$ cat config.mk
export PLATFORM = sky130hd
export DESIGN_NAME = csu_ctrl
export DESIGN_NICKNAME = d
export VERILOG_FILES = /design/src/rtl/csu_pkg.sv /design/src/rtl/csu_ctrl.sv
export VERILOG_INCLUDE_DIRS = /design/src /design/src/rtl
export SDC_FILE = /design/constraint.sdc
export NUM_CORES = 1
export LEC_CHECK = 0
export ABC_AREA = 1
export ABC_CLOCK_PERIOD_IN_PS = 4760
export BUFFER_PORTS_ARGS = -buffer_cell sky130_fd_sc_hd__buf_2
export CORE_MARGIN = 2
export CORE_UTILIZATION = 59
export DETAILED_ROUTE_END_ITERATION = 7
export HOLD_SLACK_MARGIN = 0.08
export PLACE_DENSITY = 0.83
export REMOVE_ABC_BUFFERS = 1
export SLEW_MARGIN = 30
export SYNTH_ARGS = -nofsm -noshare
export SYNTH_HDL_FRONTEND = slang
export SYNTH_SLANG_ARGS = --single-unit
$ cat constraint.sdc
create_clock -name clk -period 4.76 [get_ports clk]
set_clock_uncertainty 0.1 [all_clocks]
set_input_delay 0.476 -clock clk [delete_from_list [all_inputs] [get_ports clk]]
set_output_delay 0.476 -clock clk [all_outputs]
set_load 0.005 [all_outputs]
$ cat src/rtl/cosine_similarity_unit_macros.svh
// Assertion macros shared by the cosine similarity unit.
// Depends on nothing. Each macro expects signals clk and rst in scope.
`ifndef COSINE_SIMILARITY_UNIT_MACROS_SVH
`define COSINE_SIMILARITY_UNIT_MACROS_SVH

// Implication checked at every rising clock edge outside of reset.
`define CSU_ASSERT_IMPL(lbl, ante, cons, msg) \
  lbl: assert property (@(posedge clk) disable iff (rst) (ante) |-> (cons)) else $error(msg);

// Implication whose consequence is checked in the next cycle.
`define CSU_ASSERT_NEXT(lbl, ante, cons, msg) \
  lbl: assert property (@(posedge clk) disable iff (rst) (ante) |=> (cons)) else $error(msg);

`endif

$ cat src/rtl/csu_pkg.sv
// Package of the cosine similarity unit: widths, state codes and the
// command and status structs between controller and datapath. No dependencies.
package csu_pkg;

  localparam int ELEM_BITS_DEF = 16;
  localparam int DOT_W         = 44;
  localparam int NORM_W        = 43;
  localparam int MAG_W         = 44;
  localparam int FLOOR_W       = 16;
  localparam logic [FLOOR_W-1:0] FLOOR_RESET = 16'd11;
  localparam int PROD_W        = 120;
  localparam int P_W           = 86;
  localparam int R_SHIFT       = 32;
  localparam int R_W           = PROD_W - R_SHIFT;
  localparam int Q_W           = 16;
  localparam int BIT_W         = 4;
  localparam int MUL_STEPS     = MAG_W;
  localparam int CNT_W         = 6;
  localparam int SIM_W         = 16;

  // Controller states, one-hot.
  typedef enum logic [11:0] {
    S_ACC    = 12'b000000000001,
    S_CHECK  = 12'b000000000010,
    S_MUL_P  = 12'b000000000100,
    S_LOAD_R = 12'b000000001000,
    S_MUL_R  = 12'b000000010000,
    S_SAVE_R = 12'b000000100000,
    S_LOAD_S = 12'b000001000000,
    S_MUL_S  = 12'b000010000000,
    S_LOAD_T = 12'b000100000000,
    S_MUL_T  = 12'b001000000000,
    S_CMP    = 12'b010000000000,
    S_DONE   = 12'b100000000000
  } state_t;

  // Commands from the controller to the datapath.
  typedef struct packed {
    logic             acc_en;
    logic             check;
    logic             ld_p;
    logic             ld_r;
    logic             save_r;
    logic             ld_s;
    logic             ld_t;
    logic             mul_step;
    logic             cmp;
    logic             out_load;
    logic [BIT_W-1:0] bit_idx;
  } cmd_t;

  // Status from the datapath to the controller.
  typedef struct packed {
    logic degen;
    logic out_free;
  } status_t;

endpackage

$ cat src/rtl/csu_ctrl.sv
// Controller of the cosine similarity unit: sequences accumulation, the
// shift-add multiplies and the bitwise search. Depends on csu_pkg and the macros.
`include "cosine_similarity_unit_macros.svh"

module csu_ctrl import csu_pkg::*; (
  input  logic    clk,
  input  logic    rst,
  input  logic    in_valid,
  input  logic    in_last,
  output logic    in_ready,
  input  status_t status,
  output cmd_t    cmd
);

  state_t           state, state_next;
  logic [CNT_W-1:0] cnt, cnt_next;
  logic [BIT_W-1:0] bit_idx, bit_idx_next;
  logic             cnt_last;

  assign cnt_last = (cnt == CNT_W'(MUL_STEPS - 1));

  // Next state and commands.
  always_comb begin
    state_next   = state;
    bit_idx_next = bit_idx;
    in_ready     = 1'b0;
    cmd          = '0;
    cmd.bit_idx  = bit_idx;
    unique case (state)
      S_ACC: begin
        in_ready   = 1'b1;
        cmd.acc_en = in_valid;
        if (in_valid && in_last) begin
          state_next = S_CHECK;
        end
      end
      S_CHECK: begin
        cmd.check    = 1'b1;
        bit_idx_next = BIT_W'(Q_W - 1);
        if (status.degen) begin
          state_next = S_DONE;
        end else begin
          cmd.ld_p   = 1'b1;
          state_next = S_MUL_P;
        end
      end
      S_MUL_P: begin
        cmd.mul_step = 1'b1;
        if (cnt_last) begin
          state_next = S_LOAD_R;
        end
      end
      S_LOAD_R: begin
        cmd.ld_r   = 1'b1;
        state_next = S_MUL_R;
      end
      S_MUL_R: begin
        cmd.mul_step = 1'b1;
        if (cnt_last) begin
          state_next = S_SAVE_R;
        end
      end
      S_SAVE_R: begin
        cmd.save_r = 1'b1;
        state_next = S_LOAD_S;
      end
      S_LOAD_S: begin
        cmd.ld_s   = 1'b1;
        state_next = S_MUL_S;
      end
      S_MUL_S: begin
        cmd.mul_step = 1'b1;
        if (cnt_last) begin
          state_next = S_LOAD_T;
        end
      end
      S_LOAD_T: begin
        cmd.ld_t   = 1'b1;
        state_next = S_MUL_T;
      end
      S_MUL_T: begin
        cmd.mul_step = 1'b1;
        if (cnt_last) begin
          state_next = S_CMP;
        end
      end
      S_CMP: begin
        cmd.cmp = 1'b1;
        if (bit_idx == '0) begin
          state_next = S_DONE;
        end else begin
          bit_idx_next = bit_idx - BIT_W'(1);
          state_next   = S_LOAD_S;
        end
      end
      S_DONE: begin
        if (status.out_free) begin
          cmd.out_load = 1'b1;
          state_next   = S_ACC;
        end
      end
      default: begin
        state_next = S_ACC;
      end
    endcase
  end

  // Step counter of the shift-add multiplier.
  always_comb begin
    if (cmd.mul_step && !cnt_last) begin
      cnt_next = cnt + CNT_W'(1);
    end else begin
      cnt_next = '0;
    end
  end

  always_ff @(posedge clk) begin
    if (rst) begin
      state   <= S_ACC;
      cnt     <= '0;
      bit_idx <= '0;
    end else begin
      state   <= state_next;
      cnt     <= cnt_next;
      bit_idx <= bit_idx_next;
    end
  end

  `CSU_ASSERT_NEXT(a_last_starts_check, in_valid && in_ready && in_last, state == S_CHECK, "last transaction did not start the result computation")
  `CSU_ASSERT_NEXT(a_load_returns_idle, cmd.out_load, state == S_ACC, "controller did not return to accumulation after a result")
  `CSU_ASSERT_IMPL(a_cnt_idle_zero, !cmd.mul_step, cnt == '0, "multiplier step count left over outside a multiply")

endmodule

==> metrics.yaml <==
start_kind: "flip-flop"
core_area_um2: 2020
cts.clk_slew.worst_paths_ps: 130
crit_path_max_fanout: 6
max_freq_mhz: 477
grt-ovfl-total: 0
post-route-drc-count: 1
reg2reg_from: "cnt[0]"
pin_count: 21
relSlewSlack_pct: 75.0
grt_pass1_vias: 1144
ctsHtreeMaxLevel: 1
vias: 1225
postPlaceCellArea_um2: 1430
worstPathArrival_ps: 1520
die_y_um: 50.9
crit_type: "flip-flop to output pin"
clkSinkCount: 22
hp-start: "rst"
dr_wl_met3_um: 145
fin_area_um2: 1480
cts-root-buf: "clkbuf_4"
highest_layer: "met4"
syn_area_um2: 1300
synth_top_area_share_pct: 33.9
hold_end: "state[7]"
reg2regPathDepth: 11
maxSlewViolCount: 0
peakVddDrop_mv: 0.247
gp_congestion: 0.900
wl_met1_um: 1230
power_leakage_nw: 0.824
synth.distinct_cells: 25
synth_area_leaders: "dfxtp_1 34%, inv_1 12%, nand2_1 11%, nor2_1 8.1%, nand3_1 5.0%"
ys_ff_latch: 22
min_period_ps: 2100
cts_resized: 0
power.density_nw_per_um2: 400
io_buffers: 20
yosysSeqAreaShare_pct: 33.9
finalCritPeriodShare_pct: 44.1
rsz0062_at_grt: "false"
synth_top_area_cell: "dfxtp_1"
clk_latency_ps: 310
violations: "design-rule violations"
setup_viol: 0
numCtsBuffers: 3
wl_per_cell_um: 11.4
grt_usage_pct: 23.7
initial_core_util_pct: 64.2
whs_path_depth: 2
holdBufCountCts: 0
die_w_um: 50.9
dr_wl_met2_um: 1370
cts_tree: "yes"
clock_path_buffers: 2
antenna_found_initial: 0
final_hold_viol_count: 0
n_fill_cell: 173
hpwl_um: 2110
endpoint_kind: "output pin"
first_pass_iters: 6
drive_gt1_share_pct: 22.2
r2r_setup_slack_ps: 3020
tns_ps: 0
maxCapViolations: 0
dieArea_um2: 2590
post_drt_via_cell_ratio: 5.04
grt_pass1_wl_um: 4690
worstHoldPathType: "input pin to flip-flop"
rows: 16
drt_first_iter_violations: 37
yosysWarnings: 0
reg2reg_to: "state[0]"
dp.cells: 239
cts_setup_buffers: 0
finalWirelength_um: 2770
postSynthCellCount: 193
layout.cells.non_filler: 243
grt_max_degree: 14
status: "finished with violations"
worstMarginPinSlew_ps: 371
ant_nets: 0
cp.required_ps: 4180
postLayoutCoreUtil_pct: 73.1
final_nets: 226
syn_to_final_growth_pct: 14.0
antennaDiodeCount: 0
synth_area_per_cell_um2: 6.72
crit_start: "state[8]"
==> critical path: stages, from the launching register on <==
cell,delay (ps)
dfxtp_1,350
nor2_1,160
nand2_2,140
nor2_4,170
nand2_1,120
nor2_1,140
buf_2,130
==> logic make-up (layout without fill, tap and decap cells) <==
family,Yosys count,after routing,share of synthesized area [%]
simple gates,108,108,42.7
buf+inv,44,67,13.0
flops,22,22,33.9
compound gates,13,13,5.40
fa+ha+maj,3,3,2.89
xor+xnor,3,3,2.03
==> worst max path at each step <==
stage              end  slack [ps]
3_5_place_dp   cmd[11]        3030
6_report       cmd[11]        2660
5_1_grt        cmd[11]        2490
4_1_cts        cmd[11]        2670
3_3_place_gp   cmd[11]        3060
2_1_floorplan  cmd[11]        3230
==> cell usage after synthesis <==
cell,instances
nor2_2,4
nand3_2,3
nand4_2,1
nand4_1,1
nor4_1,1
nor3_2,1
nor2_1,28
nor2_4,3
nand2_2,7
a21oi_2,1
dfxtp_1,22
inv_4,1
nand3b_1,2
nand2_1,37
ha_1,3
buf_2,1
a21oi_1,6
nand2_4,2
nor2_8,1
nor3_1,4
inv_1,42
xor2_1,3
a31oi_1,1
o21ai_0,5
nand3_1,13
==> power by group <==
part | switching [mW] | internal, mW | total (mW)
registers | 0.0120 | 0.201 | 0.213
clock network | 0.0606 | 0.0851 | 0.146
logic | 0.154 | 0.0789 | 0.233
==> placed cells by master (no fill, tap or decap) <==
cell	Yosys	routed
nor2_2	4	4
inv_4	1	1
nand3_2	3	3
nor2_8	1	1
nor3_2	1	1
inv_1	42	42
nor2_4	3	3
a21oi_1	6	6
ha_1	3	3
nand2_2	7	7
nor4_1	1	1
a31oi_1	1	1
buf_2	1	20
dfxtp_1	22	22
nand3_1	13	13
bufinv_16	0	1
o21ai_0	5	5
nand4_1	1	1
nand4_2	1	1
clkbuf_4	0	3
nand3b_1	2	2
nor3_1	4	4
nand2_4	2	2
nor2_1	28	28
nand2_1	37	37
xor2_1	3	3
a21oi_2	1	1
==> layer usage <==
layer	track usage [%]	up-vias
met5	0	-
met4	6.31	0
met3	4.39	4
met2	43.2	34
met1	28.4	558
li1	-	629
==> state kept, by name, summed over array words and instances, names as in the netlist <==
name,cells
cnt,6
bit_idx,4
state,12
==> area by class of cell <==
cell class	instances	area [µm²]	area share, %
timing repair buffer	20	100	6.77
clock buffer	3	22.5	1.52
sequential	22	440	29.8
multi-input combinational	127	688	46.5
inverter	43	164	11.1
tap	27	33.8	2.28
clock inverter	1	30.0	2.03
==> through the flow <==
stage | setup WS (ps) | power (mW) | hold slack [ps]
2_1_floorplan | 3230 | 0.392 | 318
3_3_place_gp | 3060 | 0.440 | 333
3_5_place_dp | 3030 | 0.447 | 349
4_1_cts | 2670 | 0.592 | 293
5_1_grt | 2490 | 0.632 | 294
6_report | 2660 | 0.592 | 290
Note: power is estimated with default switching activity, not from simulation.
