`config.mk`:
```
export PLATFORM = sky130hd
export DESIGN_NAME = csu_datapath
export DESIGN_NICKNAME = d
export VERILOG_FILES = /design/src/rtl/csu_pkg.sv /design/src/rtl/csu_datapath.sv
export VERILOG_INCLUDE_DIRS = /design/src /design/src/rtl
export SDC_FILE = /design/constraint.sdc
export NUM_CORES = 2
export LEC_CHECK = 0
export BUFFER_PORTS_ARGS = -buffer_cell sky130_fd_sc_hd__buf_2
export CAP_MARGIN = 25
export CORE_UTILIZATION = 31
export CTS_CLUSTER_DIAMETER = 60
export CTS_CLUSTER_SIZE = 28
export DETAILED_ROUTE_END_ITERATION = 16
export PLACE_DENSITY = 0.54
export SLEW_MARGIN = 20
export SYNTH_ARGS = -nofsm -noshare
export SYNTH_HDL_FRONTEND = slang
export SYNTH_SLANG_ARGS = --single-unit
```
`constraint.sdc`:
```
create_clock -name clk -period 10.88 [get_ports clk]
set_input_delay 0.544 -clock clk [delete_from_list [all_inputs] [get_ports clk]]
set_output_delay 0.544 -clock clk [all_outputs]
set_load 0.05 [all_outputs]
```
`src/rtl/cosine_similarity_unit_macros.svh`:
```
// Assertion macros shared by the cosine similarity unit.
// Depends on nothing. Each macro expects signals clk and rst in scope.
`ifndef COSINE_SIMILARITY_UNIT_MACROS_SVH
`define COSINE_SIMILARITY_UNIT_MACROS_SVH

// Implication checked at every rising clock edge outside of reset.
`define CSU_ASSERT_IMPL(lbl, ante, cons, msg) \
  lbl: assert property (@(posedge clk) disable iff (rst) (ante) |-> (cons)) else $error(msg);

// Implication whose consequence is checked in the next cycle.
`define CSU_ASSERT_NEXT(lbl, ante, cons, msg) \
  lbl: assert property (@(posedge clk) disable iff (rst) (ante) |=> (cons)) else $error(msg);

`endif

```
`src/rtl/csu_pkg.sv`:
```
// Package of the cosine similarity unit: widths, state codes and the
// command and status structs between controller and datapath. No dependencies.
package csu_pkg;

  localparam int ELEM_BITS_DEF = 16;
  localparam int DOT_W         = 44;
  localparam int NORM_W        = 43;
  localparam int MAG_W         = 44;
  localparam int FLOOR_W       = 16;
  localparam logic [FLOOR_W-1:0] FLOOR_RESET = 16'd11;
  localparam int PROD_W        = 120;
  localparam int P_W           = 86;
  localparam int R_SHIFT       = 32;
  localparam int R_W           = PROD_W - R_SHIFT;
  localparam int Q_W           = 16;
  localparam int BIT_W         = 4;
  localparam int MUL_STEPS     = MAG_W;
  localparam int CNT_W         = 6;
  localparam int SIM_W         = 16;

  // Controller states, one-hot.
  typedef enum logic [11:0] {
    S_ACC    = 12'b000000000001,
    S_CHECK  = 12'b000000000010,
    S_MUL_P  = 12'b000000000100,
    S_LOAD_R = 12'b000000001000,
    S_MUL_R  = 12'b000000010000,
    S_SAVE_R = 12'b000000100000,
    S_LOAD_S = 12'b000001000000,
    S_MUL_S  = 12'b000010000000,
    S_LOAD_T = 12'b000100000000,
    S_MUL_T  = 12'b001000000000,
    S_CMP    = 12'b010000000000,
    S_DONE   = 12'b100000000000
  } state_t;

  // Commands from the controller to the datapath.
  typedef struct packed {
    logic             acc_en;
    logic             check;
    logic             ld_p;
    logic             ld_r;
    logic             save_r;
    logic             ld_s;
    logic             ld_t;
    logic             mul_step;
    logic             cmp;
    logic             out_load;
    logic [BIT_W-1:0] bit_idx;
  } cmd_t;

  // Status from the datapath to the controller.
  typedef struct packed {
    logic degen;
    logic out_free;
  } status_t;

endpackage

```
`src/rtl/csu_datapath.sv`:
```
// Datapath of the cosine similarity unit: accumulators, shift-add multiplier,
// search register and output register. Depends on csu_pkg and the macros.
`include "cosine_similarity_unit_macros.svh"

module csu_datapath import csu_pkg::*; #(
  parameter int ELEM_BITS = ELEM_BITS_DEF
) (
  input  logic                        clk,
  input  logic                        rst,
  input  cmd_t                        cmd,
  output status_t                     status,
  input  logic signed [ELEM_BITS-1:0] elem_a,
  input  logic signed [ELEM_BITS-1:0] elem_b,
  input  logic                        last_element,
  input  logic                        cfg_we,
  input  logic [FLOOR_W-1:0]          cfg_wdata,
  output logic                        out_valid,
  input  logic                        out_ready,
  output logic signed [SIM_W-1:0]     out_similarity,
  output logic                        out_degenerate
);

  localparam int PR_W  = 2 * ELEM_BITS;
  localparam int SUM_W = ((PR_W > DOT_W) ? PR_W : DOT_W) + 1;

  logic [FLOOR_W-1:0]       norm_floor;
  logic signed [DOT_W-1:0]  dot_acc, dot_snap, dot_sat;
  logic [NORM_W-1:0]        norm_a_acc, norm_b_acc, na_snap, nb_snap, na_sat, nb_sat;
  logic signed [PR_W-1:0]   prod_ab, sq_a, sq_b;
  logic signed [SUM_W-1:0]  dot_sum;
  logic [SUM_W-1:0]         na_sum, nb_sum;
  logic [MAG_W-1:0]         mag;
  logic                     dot_neg, deg_reg;
  logic [PROD_W-1:0]        mul_a, mul_acc;
  logic [MAG_W-1:0]         mul_b;
  logic [P_W-1:0]           p_reg;
  logic [R_W-1:0]           r_reg;
  logic [Q_W-1:0]           q, cand;
  logic [Q_W:0]             odd;
  logic                     q_big;
  logic signed [SIM_W-1:0]  sim_val;

  // Element products and saturating sums.
  assign prod_ab = PR_W'(elem_a * elem_b);
  assign sq_a    = PR_W'(elem_a * elem_a);
  assign sq_b    = PR_W'(elem_b * elem_b);
  assign dot_sum = SUM_W'(dot_acc) + SUM_W'(prod_ab);
  assign na_sum  = SUM_W'(norm_a_acc) + SUM_W'($unsigned(sq_a));
  assign nb_sum  = SUM_W'(norm_b_acc) + SUM_W'($unsigned(sq_b));

  always_comb begin
    if (dot_sum[SUM_W-1:DOT_W-1] == '0 || dot_sum[SUM_W-1:DOT_W-1] == '1) begin
      dot_sat = dot_sum[DOT_W-1:0];
    end else if (dot_sum[SUM_W-1]) begin
      dot_sat = {1'b1, {(DOT_W-1){1'b0}}};
    end else begin
      dot_sat = {1'b0, {(DOT_W-1){1'b1}}};
    end
    na_sat = (na_sum[SUM_W-1:NORM_W] == '0) ? na_sum[NORM_W-1:0] : '1;
    nb_sat = (nb_sum[SUM_W-1:NORM_W] == '0) ? nb_sum[NORM_W-1:0] : '1;
  end

  // Configuration register.
  always_ff @(posedge clk) begin
    if (rst) begin
      norm_floor <= FLOOR_RESET;
    end else if (cfg_we) begin
      norm_floor <= cfg_wdata;
    end
  end

  // Accumulators; the last pair moves the totals into the snapshot.
  always_ff @(posedge clk) begin
    if (rst) begin
      dot_acc    <= '0;
      norm_a_acc <= '0;
      norm_b_acc <= '0;
    end else if (cmd.acc_en) begin
      if (last_element) begin
        dot_acc    <= '0;
        norm_a_acc <= '0;
        norm_b_acc <= '0;
      end else begin
        dot_acc    <= dot_sat;
        norm_a_acc <= na_sat;
        norm_b_acc <= nb_sat;
      end
    end
  end

  always_ff @(posedge clk) begin
    if (cmd.acc_en && last_element) begin
      dot_snap <= dot_sat;
      na_snap  <= na_sat;
      nb_snap  <= nb_sat;
    end
  end

  // Degenerate test and magnitude of the dot product.
  assign status.degen = (na_snap < NORM_W'(norm_floor)) || (nb_snap < NORM_W'(norm_floor)) ||
                        (na_snap == '0) || (nb_snap == '0);
  assign mag = dot_snap[DOT_W-1] ? MAG_W'(~dot_snap + DOT_W'(1)) : MAG_W'(dot_snap);

  // Search candidate and its odd factor 2q - 1.
  assign cand = q | (Q_W'(1) << cmd.bit_idx);
  assign odd  = {cand, 1'b0} - (Q_W + 1)'(1);

  // Shift-add multiplier, one bit of the narrow operand per cycle.
  always_ff @(posedge clk) begin
    if (cmd.ld_p) begin
      mul_a   <= PROD_W'(na_snap);
      mul_b   <= MAG_W'(nb_snap);
      mul_acc <= '0;
    end else if (cmd.ld_r) begin
      mul_a   <= PROD_W'(mag);
      mul_b   <= mag;
      mul_acc <= '0;
    end else if (cmd.ld_s) begin
      mul_a   <= PROD_W'(odd);
      mul_b   <= MAG_W'(odd);
      mul_acc <= '0;
    end else if (cmd.ld_t) begin
      mul_a   <= PROD_W'(p_reg);
      mul_b   <= mul_acc[MAG_W-1:0];
      mul_acc <= '0;
    end else if (cmd.mul_step) begin
      mul_acc <= mul_acc + (mul_b[0] ? mul_a : '0);
      mul_a   <= mul_a << 1;
      mul_b   <= mul_b >> 1;
    end
  end

  // Product of the norms and the squared dot product.
  always_ff @(posedge clk) begin
    if (cmd.ld_r) begin
      p_reg <= mul_acc[P_W-1:0];
    end
    if (cmd.save_r) begin
      r_reg <= mul_acc[R_W-1:0];
    end
  end

  // Result search, most significant bit first.
  always_ff @(posedge clk) begin
    if (cmd.check) begin
      q       <= '0;
      deg_reg <= status.degen;
      dot_neg <= dot_snap[DOT_W-1];
    end else if (cmd.cmp) begin
      if (mul_acc <= {r_reg, {R_SHIFT{1'b0}}}) begin
        q[cmd.bit_idx] <= 1'b1;
      end
    end
  end

  // Zero for a degenerate vector, else clamp the magnitude to one and apply the sign.
  assign q_big = q[Q_W-1];
  always_comb begin
    if (deg_reg) begin
      sim_val = '0;
    end else if (dot_neg) begin
      sim_val = q_big ? {1'b1, {(SIM_W-1){1'b0}}} : SIM_W'(-q);
    end else begin
      sim_val = q_big ? {1'b0, {(SIM_W-1){1'b1}}} : SIM_W'(q);
    end
  end

  // Output register.
  assign status.out_free = !out_valid || out_ready;

  always_ff @(posedge clk) begin
    if (rst) begin
      out_valid <= 1'b0;
    end else if (cmd.out_load) begin
      out_valid <= 1'b1;
    end else if (out_ready) begin
      out_valid <= 1'b0;
    end
  end

  always_ff @(posedge clk) begin
    if (cmd.out_load) begin
      out_similarity <= sim_val;
      out_degenerate <= deg_reg;
    end
  end

  `CSU_ASSERT_NEXT(a_load_shows_result, cmd.out_load, out_valid, "loaded result not presented")
  `CSU_ASSERT_IMPL(a_degen_is_zero, out_valid && out_degenerate, out_similarity == '0, "degenerate result is not zero")
  `CSU_ASSERT_NEXT(a_last_clears_acc, cmd.acc_en && last_element, dot_acc == '0 && norm_a_acc == '0 && norm_b_acc == '0, "accumulators not cleared after the last pair")

endmodule

```
==> impl_metrics.toml <==
[critical_path]
crit_top_cell = "fa_1"
path_delay_family = "adder cells"
crit_fanout = 36
cp-start-kind = "input port"
slowest_delay_ns = 0.62
crit_buf_inv = 5
cp.required_ns = 11.47
crit_slowest_cell = "buf_2"
critical_path_class = "in2reg"
crit_arrival_ns = 10.00
crit_path_end_kind = "flip-flop"

[die]
core-area_um2 = 243000
ios = 87
rows = 181
die_w_um = 496
dieArea_um2 = 246000
die_h_um = 496
start_util_pct = 31.2

[synth]
syn-cell-area_um2 = 75700
synth_top_area_cell = "fa_1"
ys_ff_latch = 770
yosysWarnings = 0
ys_types = 84
syn_area_per_cell_um2 = 9.32
syn_inst = 8124
synthArstFlopShare_pct = 0
ys.flop_type = "edfxtp_1"
seq_area_frac_synth_pct = 25.8
synth_edf_count = 409
synth_most_common_cell = "inv_1"
synth_area_leaders = "fa_1, edfxtp_1, ha_1"
synthDominantCellAreaShare_pct = 21.9
yosys-top-cells-count = "inv_1, fa_1, nand2_1"
syn_nets = 9627

[detailed_routing]
avgRoutedWirePerCell_um = 20.9
first_pass_iters = 6
postRouteAntennaNets = 0
wirelength_um = 236000
drt-initial-drc-count = 3613
drcViolationCount = 0
route.vias.total = 56957
viasPerCell = 5.04

[finish]
syn_to_final_growth_pct = 8.89
drive_gt1_share_pct = 5.76
nets = 9538
post-route-util_pct = 33.9

[clock_network]
ctsResizeCount = 0
cts.sink_count = 770
clk_transition_reported_paths_ns = 0.08
clk_path_buf_depth = 3
cts_hold_buf = 0
cts_tree = "built"
post_cts_buffers = 0
worstSkewPairLatency_ns = 0.72
ctsRootBufferMaster = "clkbuf_16"
cts_max_level = 3
cts_buffers = 71

[timing]
finalCritPeriodShare_pct = 86.4
worst_pin_slew_ns = 1.13
fmax_mhz = 106
setup_violations = 0
slew_viol_final = 0
rsz0062_at_grt = "false"
final.min_clock_period_ns = 9.40
hold_viol = 0
finalSetupTns_ns = 0
skew_ns = 0.0639
slew_headroom_pct = 23.8

[global_routing]
grt-ovfl-total = 0
first_global_vias = 59966
grt_max_degree = 86
grt_pass1_wl_um = 361000
grt_usage_pct = 19.1
antenna_found_initial = 6

[placed_design]
dp.final_hpwl_um = 189000
place_congestion = 0.942
port_buffers = 86

[status]
status = "finished, final reports clean"

[hold_path]
hp-class = "in2reg"

[job]
maxCapViolCount = 0
[routing by layer]
layer	vias to the layer above	GRT usage [%]	part of all wire [%]	wire [µm]
li1	26883	-	-	-
met1	28313	23.5	42	99000
met2	1384	33.8	49	116000
met3	369	1.53	3.6	8560
met4	8	8.78	5.0	11700
met5	-	0	0.020	47
[layout make-up]
| cell class | count | area, µm² |
|---|---|---|
| clock buffers | 74 | 1830 |
| fillers | 25059 | 161000 |
| inverters | 1197 | 4490 |
| repair buffers | 199 | 1320 |
| diodes | 2 | 5.00 |
| well taps | 3202 | 4010 |
| clock inverters | 58 | 882 |
| multi-input cells | 5796 | 50400 |
| flip-flops and latches | 770 | 19500 |
[path summary, 6_finish.rpt]
check               startpoint        endpoint  slack, ns  depth (start not counted)
setup / recovery     elem_b[1]  norm_b_acc[19]       1.48                         34
hold / removal    cfg_wdata[7]   norm_floor[7]       0.07                          3
setup reg to reg   dot_acc[15]     dot_acc[42]       3.42                         23
hold reg to reg      mul_a[53]       mul_a[53]       0.47                          2
[cells by family (layout without fill, tap and decap cells)]
| logic type | count (synthesis) | in the layout | share of synthesized area, % |
|---|---|---|---|
| simple gates | 2154 | 2154 | 13.6 |
| compound gates | 1606 | 1606 | 13.5 |
| buf+inv | 1558 | 1528 | 7.73 |
| fa+ha+maj | 1439 | 1439 | 32.0 |
| flops | 770 | 770 | 25.8 |
| xor+xnor | 346 | 346 | 4.00 |
| mux | 251 | 251 | 3.44 |
| other cells | 0 | 2 | 0 |
[worst register-to-register path, stage by stage (launching register included)]
cell       delay, ns
dfxtp_1         0.32
inv_1           0.08
fa_1            0.51
inv_1           0.05
fa_1            0.48
fa_1            0.51
inv_1           0.05
fa_1            0.47
inv_1           0.05
fa_1            0.42
ha_1            0.24
a2111oi_0       0.42
o21ai_0         0.22
and2_1          0.22
o31ai_1         0.44
o41ai_1         0.15
buf_4           0.17
a2111oi_0       0.47
o31ai_1         0.13
o311a_1         0.15
xor2_1          0.52
nand2_1         0.69
o41ai_1         0.38
a22o_1          0.24
[cell usage in the layout, fill, tap and decap left out, drive strengths merged, types with 48 or more instances in the layout]
master  netlist  routed
a21o        260     260
o21bai       54      54
nand3        63      63
xor2        100     100
and2        286     286
buf          32     199
dfxtp       361     361
nor2b       124     124
o21a         48      48
nor2        494     494
nor3         70      70
a21oi       523     523
mux2i       179     179
inv        1191    1221
xnor2       246     246
fa          827     827
o21ai       328     328
nand4       100     100
a22o         79      79
edfxtp      409     409
mux2         72      72
clkbuf      329      74
nand2       761     761
ha          609     609
nand2b       52      52
[per-stage QoR]
step | instances | setup slack (ns) | cell area, µm² | hold slack (ns)
after global routing | 11297 | 1.05 | 82400 | 0.0771
after global placement | 11163 | 0.940 | 79700 | 0.444
final | 11298 | 1.48 | 82400 | 0.0733
after floorplan | 8124 | 1.82 | 75700 | 0.424
after detailed placement | 11163 | 0.862 | 79700 | 0.456
after CTS | 11295 | 1.58 | 82400 | 0.0381
Power is not shown: default switching activity piles up to over one toggle a cycle in this logic, so the estimate is an artifact.
